$ cat src/rtl/core/sac_pkg.sv
package sac_pkg;

	localparam int unsigned CH_W  = 12;
	localparam int unsigned SF_W  = 9;
	localparam int unsigned CHK_W = 13;
	localparam int unsigned Q_W   = 21;
	localparam int unsigned CFG_AW = 3;
	localparam int unsigned CFG_DW = 13;
	localparam int unsigned IN_DW  = 48;
	localparam int unsigned OUT_DW = 96;

	localparam logic [SF_W-1:0] SF_ONE = 9'd256;

	typedef enum logic [CFG_AW-1:0] {
		CFG_MIN_THROTTLE       = 3'd0,
		CFG_MIN_ARMED_THROTTLE = 3'd1,
		CFG_MID_COMMAND        = 3'd2,
		CFG_EMA_WEIGHT         = 3'd3,
		CFG_MIN_CHECK          = 3'd4,
		CFG_MAX_CHECK          = 3'd5,
		CFG_MIN_COMMAND        = 3'd6
	} cfg_idx_t;

	typedef struct packed {
		logic        [CH_W-1:0]  min_throttle;
		logic        [CH_W-1:0]  min_armed_throttle;
		logic        [CH_W-1:0]  mid_command;
		logic        [SF_W-1:0]  ema_weight;
		logic signed [CHK_W-1:0] min_check;
		logic signed [CHK_W-1:0] max_check;
		logic        [CH_W-1:0]  min_command;
	} cfg_t;

	typedef struct packed {
		logic armed;
		logic flying;
		logic safety;
	} flags_t;

	typedef struct packed {
		logic            cmd_valid;
		logic [CH_W-1:0] cmd_value;
		logic            calib;
		logic            zero_i;
	} decision_t;

	typedef struct packed {
		logic [CH_W-1:0] throttle;
		logic [CH_W-1:0] pitch;
		logic [CH_W-1:0] roll;
		logic [CH_W-1:0] yaw;
	} frame_t;

endpackage

$ cat src/rtl/core/sac_ema.sv
module sac_ema import sac_pkg::*; (
	input  logic signed [Q_W-1:0]  f_prev,
	input  logic        [CH_W-1:0] raw,
	input  logic        [CH_W-1:0] mid,
	input  logic        [SF_W-1:0] alpha,
	output logic signed [Q_W-1:0]  f_next
);

	logic signed [CH_W:0]   cent;
	logic signed [Q_W:0]    diff;
	logic signed [SF_W:0]   alpha_s;
	logic signed [31:0]     prod;
	logic signed [31:0]     rnd;
	logic signed [23:0]     step;
	logic signed [24:0]     sum;

	// f' = f + floor(((c - f) * a + 128) / 256), same as the weighted form
	assign cent    = $signed({1'b0, raw}) - $signed({1'b0, mid});
	assign diff    = $signed({cent[CH_W], cent, 8'd0}) - $signed({f_prev[Q_W-1], f_prev});
	assign alpha_s = $signed({1'b0, alpha});
	assign prod    = 32'(diff) * 32'(alpha_s);
	assign rnd     = prod + 32'sd128;
	assign step    = rnd[31:8];
	assign sum     = $signed({{4{f_prev[Q_W-1]}}, f_prev}) + $signed({step[23], step});

	always_comb begin
		if (sum > 25'sd1048575) begin
			f_next = 21'sd1048575;
		end else if (sum < -25'sd1048576) begin
			f_next = -21'sd1048576;
		end else begin
			f_next = sum[Q_W-1:0];
		end
	end

endmodule

$ cat src/rtl/core/sac_gesture.sv
module sac_gesture import sac_pkg::*; (
	input  cfg_t                   cfg,
	input  flags_t                 st,
	input  logic        [CH_W-1:0] thr,
	input  logic signed [Q_W-1:0]  pitch,
	input  logic signed [Q_W-1:0]  roll,
	input  logic signed [Q_W-1:0]  yaw,
	output flags_t                 st_next,
	output decision_t              dec
);

	logic signed [Q_W-1:0] lo;
	logic signed [Q_W-1:0] hi;
	logic thr_low, yaw_lo, yaw_hi;
	logic dis, cal, arm;
	logic armed1, fly1, armed2;

	assign lo      = $signed({cfg.min_check, 8'd0});
	assign hi      = $signed({cfg.max_check, 8'd0});
	assign thr_low = thr < cfg.min_throttle;
	assign yaw_lo  = yaw < lo;
	assign yaw_hi  = yaw > hi;

	// steps are ordered: arm sees the armed flag as left by disarm
	assign dis    = thr_low && yaw_lo && st.armed;
	assign armed1 = st.armed & ~dis;
	assign fly1   = st.flying & ~dis;
	assign cal    = thr_low && yaw_lo && (roll > hi) && (pitch < lo);
	assign arm    = thr_low && yaw_hi && !armed1 && st.safety;
	assign armed2 = armed1 | arm;

	assign st_next.armed  = armed2;
	assign st_next.flying = fly1 | (armed2 && (thr > cfg.min_armed_throttle));
	assign st_next.safety = st.safety | (thr_low && (yaw > lo));

	assign dec.cmd_valid = dis | arm;
	assign dec.cmd_value = arm ? cfg.min_throttle : (dis ? cfg.min_command : '0);
	assign dec.calib     = cal;
	assign dec.zero_i    = cal | arm;

endmodule

$ cat src/rtl/core/stick_arming_controller.sv
// Stick arming controller.
// Input stream: one receiver frame per request (throttle, pitch, roll, yaw).
// Output stream: one result per frame, in order: motor command, calibration
// and integral-reset requests, armed and in-flight flags, passed-through
// throttle and the three smoothed centered sticks (signed Q13.8).
// Config port: cfg_we/cfg_addr/cfg_data writes one register per cycle; write
// only while no frame is in flight.
// Path: an accepted frame is held in the input register, its result in the
// result register. Throughput: one frame per cycle unless the output stalls.
// Filter state and arming flags are updated by a single pass (one multiplier
// per stick) between the two registers, so consecutive frames need no gap.
// Stall: the result register holds while m_axis_tready is low; the input
// register still takes one more frame, then s_axis_tready drops.
// Reset: filters and flags clear to zero (disarmed, on ground), registers
// take their default values, both stream sides empty.
module stick_arming_controller import sac_pkg::*; (
	input  logic               clk,
	input  logic               arst_n,
	input  logic               s_axis_tvalid,
	output logic               s_axis_tready,
	// [11:0] throttle_raw, [23:12] pitch_raw, [35:24] roll_raw, [47:36] yaw_raw
	input  logic [IN_DW-1:0]   s_axis_tdata,
	output logic               m_axis_tvalid,
	input  logic               m_axis_tready,
	// [0] motor_cmd_valid, [12:1] motor_cmd_value, [13] calibrate_request,
	// [14] zero_integral_request, [15] armed, [16] in_flight,
	// [28:17] throttle_out, [49:29] pitch_smoothed, [70:50] roll_smoothed,
	// [91:71] yaw_smoothed, [95:92] zero
	output logic [OUT_DW-1:0]  m_axis_tdata,
	input  logic               cfg_we,
	input  logic [CFG_AW-1:0]  cfg_addr,
	input  logic [CFG_DW-1:0]  cfg_data
);

	cfg_t   cfg_q;
	flags_t flags_q;
	flags_t flags_next;
	logic signed [Q_W-1:0] pitch_q, roll_q, yaw_q;
	logic signed [Q_W-1:0] pitch_next, roll_next, yaw_next;
	logic [SF_W-1:0] alpha;

	frame_t frame_s1;
	logic   valid_s1;
	logic   out_valid_q;
	logic   out_adv, move;
	decision_t dec;

	decision_t             dec_q;
	flags_t                oflags_q;
	logic [CH_W-1:0]       thr_q;
	logic signed [Q_W-1:0] pitch_o_q, roll_o_q, yaw_o_q;

	assign out_adv       = !out_valid_q || m_axis_tready;
	assign move          = valid_s1 && out_adv;
	assign s_axis_tready = !valid_s1 || out_adv;
	assign m_axis_tvalid = out_valid_q;

	always_ff @(posedge clk or negedge arst_n) begin
		if (!arst_n) begin
			cfg_q.min_throttle       <= 12'd1100;
			cfg_q.min_armed_throttle <= 12'd1150;
			cfg_q.mid_command        <= 12'd1500;
			cfg_q.ema_weight         <= 9'd128;
			cfg_q.min_check          <= -13'sd400;
			cfg_q.max_check          <= 13'sd400;
			cfg_q.min_command        <= 12'd1000;
		end else if (cfg_we) begin
			unique case (cfg_addr)
				CFG_MIN_THROTTLE:       cfg_q.min_throttle       <= cfg_data[CH_W-1:0];
				CFG_MIN_ARMED_THROTTLE: cfg_q.min_armed_throttle <= cfg_data[CH_W-1:0];
				CFG_MID_COMMAND:        cfg_q.mid_command        <= cfg_data[CH_W-1:0];
				CFG_EMA_WEIGHT:         cfg_q.ema_weight         <= cfg_data[SF_W-1:0];
				CFG_MIN_CHECK:          cfg_q.min_check          <= $signed(cfg_data[CHK_W-1:0]);
				CFG_MAX_CHECK:          cfg_q.max_check          <= $signed(cfg_data[CHK_W-1:0]);
				CFG_MIN_COMMAND:        cfg_q.min_command        <= cfg_data[CH_W-1:0];
				default: ;
			endcase
		end
	end

	// anything with bit 8 set means full weight on the new sample
	assign alpha = cfg_q.ema_weight[SF_W-1] ? SF_ONE : cfg_q.ema_weight;

	always_ff @(posedge clk or negedge arst_n) begin
		if (!arst_n) begin
			valid_s1    <= 1'b0;
			out_valid_q <= 1'b0;
		end else begin
			if (s_axis_tready) begin
				valid_s1 <= s_axis_tvalid;
			end
			if (out_adv) begin
				out_valid_q <= valid_s1;
			end
		end
	end

	always_ff @(posedge clk) begin
		if (s_axis_tvalid && s_axis_tready) begin
			frame_s1.throttle <= s_axis_tdata[CH_W-1:0];
			frame_s1.pitch    <= s_axis_tdata[2*CH_W-1:CH_W];
			frame_s1.roll     <= s_axis_tdata[3*CH_W-1:2*CH_W];
			frame_s1.yaw      <= s_axis_tdata[4*CH_W-1:3*CH_W];
		end
	end

	sac_ema u_ema_pitch (
		.f_prev (pitch_q),
		.raw    (frame_s1.pitch),
		.mid    (cfg_q.mid_command),
		.alpha  (alpha),
		.f_next (pitch_next)
	);

	sac_ema u_ema_roll (
		.f_prev (roll_q),
		.raw    (frame_s1.roll),
		.mid    (cfg_q.mid_command),
		.alpha  (alpha),
		.f_next (roll_next)
	);

	sac_ema u_ema_yaw (
		.f_prev (yaw_q),
		.raw    (frame_s1.yaw),
		.mid    (cfg_q.mid_command),
		.alpha  (alpha),
		.f_next (yaw_next)
	);

	sac_gesture u_gesture (
		.cfg     (cfg_q),
		.st      (flags_q),
		.thr     (frame_s1.throttle),
		.pitch   (pitch_next),
		.roll    (roll_next),
		.yaw     (yaw_next),
		.st_next (flags_next),
		.dec     (dec)
	);

	always_ff @(posedge clk or negedge arst_n) begin
		if (!arst_n) begin
			pitch_q <= '0;
			roll_q  <= '0;
			yaw_q   <= '0;
			flags_q <= '0;
		end else if (move) begin
			pitch_q <= pitch_next;
			roll_q  <= roll_next;
			yaw_q   <= yaw_next;
			flags_q <= flags_next;
		end
	end

	always_ff @(posedge clk) begin
		if (move) begin
			dec_q     <= dec;
			oflags_q  <= flags_next;
			thr_q     <= frame_s1.throttle;
			pitch_o_q <= pitch_next;
			roll_o_q  <= roll_next;
			yaw_o_q   <= yaw_next;
		end
	end

	assign m_axis_tdata = {4'd0, yaw_o_q, roll_o_q, pitch_o_q, thr_q,
		oflags_q.flying, oflags_q.armed, dec_q.zero_i, dec_q.calib,
		dec_q.cmd_value, dec_q.cmd_valid};

endmodule

$ cat config.mk
export PLATFORM = sky130hd
export DESIGN_NAME = stick_arming_controller
export DESIGN_NICKNAME = d
export VERILOG_FILES = /design/src/rtl/core/sac_pkg.sv /design/src/rtl/core/sac_ema.sv /design/src/rtl/core/sac_gesture.sv /design/src/rtl/core/stick_arming_controller.sv
export SDC_FILE = /design/constraint.sdc
export NUM_CORES = 2
export LEC_CHECK = 0
export BUFFER_PORTS_ARGS = -buffer_cell sky130_fd_sc_hd__clkbuf_2
export CORE_MARGIN = 10
export CORE_UTILIZATION = 65
export CTS_CLUSTER_DIAMETER = 60
export CTS_CLUSTER_SIZE = 8
export DETAILED_ROUTE_END_ITERATION = 10
export PLACE_DENSITY = 0.91
export SLEW_MARGIN = 20
export SYNTH_ARGS = -nofsm -noshare
export SYNTH_HDL_FRONTEND = slang
export SYNTH_HIERARCHICAL = 1
export SYNTH_SLANG_ARGS = --single-unit
$ cat constraint.sdc
create_clock -name clk -period 22.4 [get_ports clk]
set_clock_uncertainty 0.1 [all_clocks]
set_input_delay 4.48 -clock clk [delete_from_list [all_inputs] [get_ports clk]]
set_output_delay 4.48 -clock clk [all_outputs]
set_load 0.02 [all_outputs]
==> reports/metrics.cfg <==
[floorplanning]
die-area_sq_um=74200
die-width_um=272
core.rowCount=92
start_util=0.656
die_y_um=272
coreArea_sq_um=63100
num_io_pins=167

[timing]
rsz0062_at_grt=false
fin_setup_tns_ns=0
tightest_slew_ns=1.12
hold_violations=0
setup_viol=0
slew_viol_final=0
max_slew_margin=0.250
finalCriticalPeriod_ns=14.28
fin_ws_ns=8.12
period_share=0.638
fmax_ghz=0.0700

[route]
drtIter0Drc=3836
wl_um=116000
via_per_inst=6.22
routed-via-count=33259
avgRoutedWirePerCell_um=21.7
first_pass_iters=7
drc=0
antenna_left=0

[clocking]
clock-sinks=291
clk_latency_ns=0.64
root_buffer=clkbuf_16
path_clk_slew_ns=0.05
htree_levels=2
ctsResizeCount=0
cts_setup_buffers=0
numCtsBuffers=48
cts_tree=yes
cts_hold_buf=0
cts_buffer_depth=3

[yosys]
synth_top_area_frac=0.235
synth_area_sq_um=41400
synth_cell_types=106
synth_edf_count=140
synth_common_cells=inv_1 (758), ha_1 (512), fa_1 (486)
synth-seq-cells=291
yosysTopAreaCell=fa_1
ys_seq_area_frac=0.194
avgSynthCellArea_sq_um=9.58
syn_inst=4320
yosysWarningCount=6
async_flop_share=0.519
synthMostInstantiatedCell=inv_1
yosys_most_used_dff=edfxtp_1
synth_area_leaders=fa_1 (23%), ha_1 (15%), edfxtp_1 (10%), dfrtp_1 (7.0%), inv_1 (6.9%)

[placement]
place_ws_ns=8.61
place_congestion=0.961
place_hpwl_um=87500
io_buffer_count=162

[setup_path]
path_max_fanout=18
path_buf_inv=4
crit_cells=50
arrival_ns=14.57
crit_family=compound AO/OA/AOI/OAI gates
critPathLaunchType=flip-flop
r2r_cells=50
crit_top_cell=o21ai_0
slowest_stage=a21oi_2
criticalPathCategory=reg -> reg
cp.required_ns=22.68
r2r_slack_ns=8.12
cp-end-kind=flip-flop
slowest_delay_ns=0.78

[run]
cap_violations=0

[global_route]
grt_overflow=0
antenna_found_initial=8
grt_max_degree=97
grt_pass1_wl_um=185000
grt_pass1_vias=34815
track_usage=0.311

[cells_and_area]
n_fill_cell=4169
areaGrowthSynthToFinish_pct=7.72
drive_above_1_share=0.117
nets=5528

[status]
outcome=finished, final reports clean

[worst_hold_path]
min_path_cells=0
hp-class=reg -> reg

==> state kept, by name, summed over array words and instances, names as in the netlist <==
register	cells
cfg_q	83
frame_s1	48
pitch_o_q	21
pitch_q	21
roll_o_q	21
roll_q	21
yaw_o_q	21
yaw_q	21
m_axis_tdata	17
thr_q	12
flags_q	3
m_axis_tvalid	1
valid_s1	1
==> per-stage QoR <==
step | hold WS, ns | instance area [sq um] | std cells | util
final | 0.402 | 44600 | 5349 | 0.707
after global routing | 0.424 | 44600 | 5348 | 0.707
after floorplan | 0.351 | 41400 | 4323 | -
after global placement | 0.384 | 43100 | 5257 | 0.683
after CTS | 0.402 | 44600 | 5347 | 0.707
after detailed placement | 0.389 | 43100 | 5257 | 0.683
==> layout make-up <==
| cell class | instances | area (sq um) | share of cell area |
|---|---|---|---|
| clock inverters | 15 | 180 | 0.00404 |
| multi-input cells | 3173 | 30200 | 0.676 |
| flip-flops and latches | 291 | 8030 | 0.180 |
| repair buffers | 189 | 1020 | 0.0229 |
| inverters | 758 | 2850 | 0.0639 |
| well taps | 846 | 1060 | 0.0237 |
| clock buffers | 75 | 1300 | 0.0292 |
| diodes | 2 | 5.00 | 0.000112 |
==> routing by layer <==
| layer | track usage | vias to the layer above | share of wire | routed length (um) |
|---|---|---|---|---|
| li1 | - | 14459 | - | - |
| met1 | 0.389 | 16190 | 0.37 | 43400 |
| met2 | 0.489 | 2127 | 0.46 | 53000 |
| met3 | 0.0939 | 477 | 0.12 | 13900 |
| met4 | 0.150 | 6 | 0.050 | 5850 |
| met5 | 0 | - | 0.00029 | 34 |
==> worst reg2reg max path: cells and delay by family (launching register included) <==
kind                       cells  cell delay (ns)
and+or+nand+nor               10             2.10
buffers and inverters          4             0.19
AOI/OAI and AO/OA             24             6.31
xor gates and xnor gates       2             0.66
DFF                            1             0.55
adders and majority gates     10             4.14
==> placed cells by master, fill, tap and decap left out, types with 7 or more instances in the layout <==
| master | count |
|---|---|
| o21ai_0 | 118 |
| a32o_1 | 9 |
| o211ai_1 | 16 |
| and3_1 | 18 |
| a21oi_1 | 150 |
| buf_4 | 27 |
| o21ai_1 | 18 |
| ha_1 | 512 |
| nand2b_1 | 33 |
| a211oi_1 | 20 |
| xnor2_1 | 137 |
| dfrtp_1 | 115 |
| nand4_1 | 26 |
| inv_1 | 757 |
| a21o_1 | 82 |
| nor2b_4 | 8 |
| o21bai_1 | 16 |
| nor4_1 | 9 |
| fa_1 | 486 |
| nand2_1 | 383 |
| clkbuf_2 | 161 |
| a21boi_0 | 16 |
| and2_1 | 340 |
| nor2b_1 | 26 |
| nand3_1 | 47 |
| o31ai_1 | 12 |
| edfxtp_1 | 140 |
| xor2_1 | 74 |
| nor3_1 | 56 |
| o21ai_2 | 16 |
| a211o_1 | 7 |
| clkbuf_16 | 48 |
| o21a_1 | 46 |
| nor2_1 | 160 |
| a31oi_1 | 16 |
| clkbuf_1 | 27 |
| mux2_2 | 149 |
| dfstp_2 | 35 |
==> cell families after synthesis <==
kind of cell | count (synthesis) | synth area share
compound gates | 630 | 0.103
flops | 291 | 0.194
other cells | 1 | 0.0000906
buf+inv | 859 | 0.0803
simple gates | 1173 | 0.144
xor+xnor | 216 | 0.0469
mux | 152 | 0.0414
fa+ha+maj | 998 | 0.390
==> path summary, 6_finish.rpt <==
path / start / end
max: cfg_q[49]$_DFFE_PN1P_ / m_axis_tdata[12]$_DFFE_PP_
min: frame_s1[37]$_DFFE_PP_ / thr_q[1]$_DFFE_PP_
max reg2reg: cfg_q[49]$_DFFE_PN1P_ / m_axis_tdata[12]$_DFFE_PP_
min reg2reg: frame_s1[37]$_DFFE_PP_ / thr_q[1]$_DFFE_PP_
max in group asynchronous: arst_n / yaw_q[13]$_DFFE_PN0P_
min in group asynchronous: arst_n / cfg_q[67]$_DFFE_PN0P_
Power is left out: the tool's default activity adds up to more than one toggle a clock period on the data nets, which glitch-free logic cannot reach.
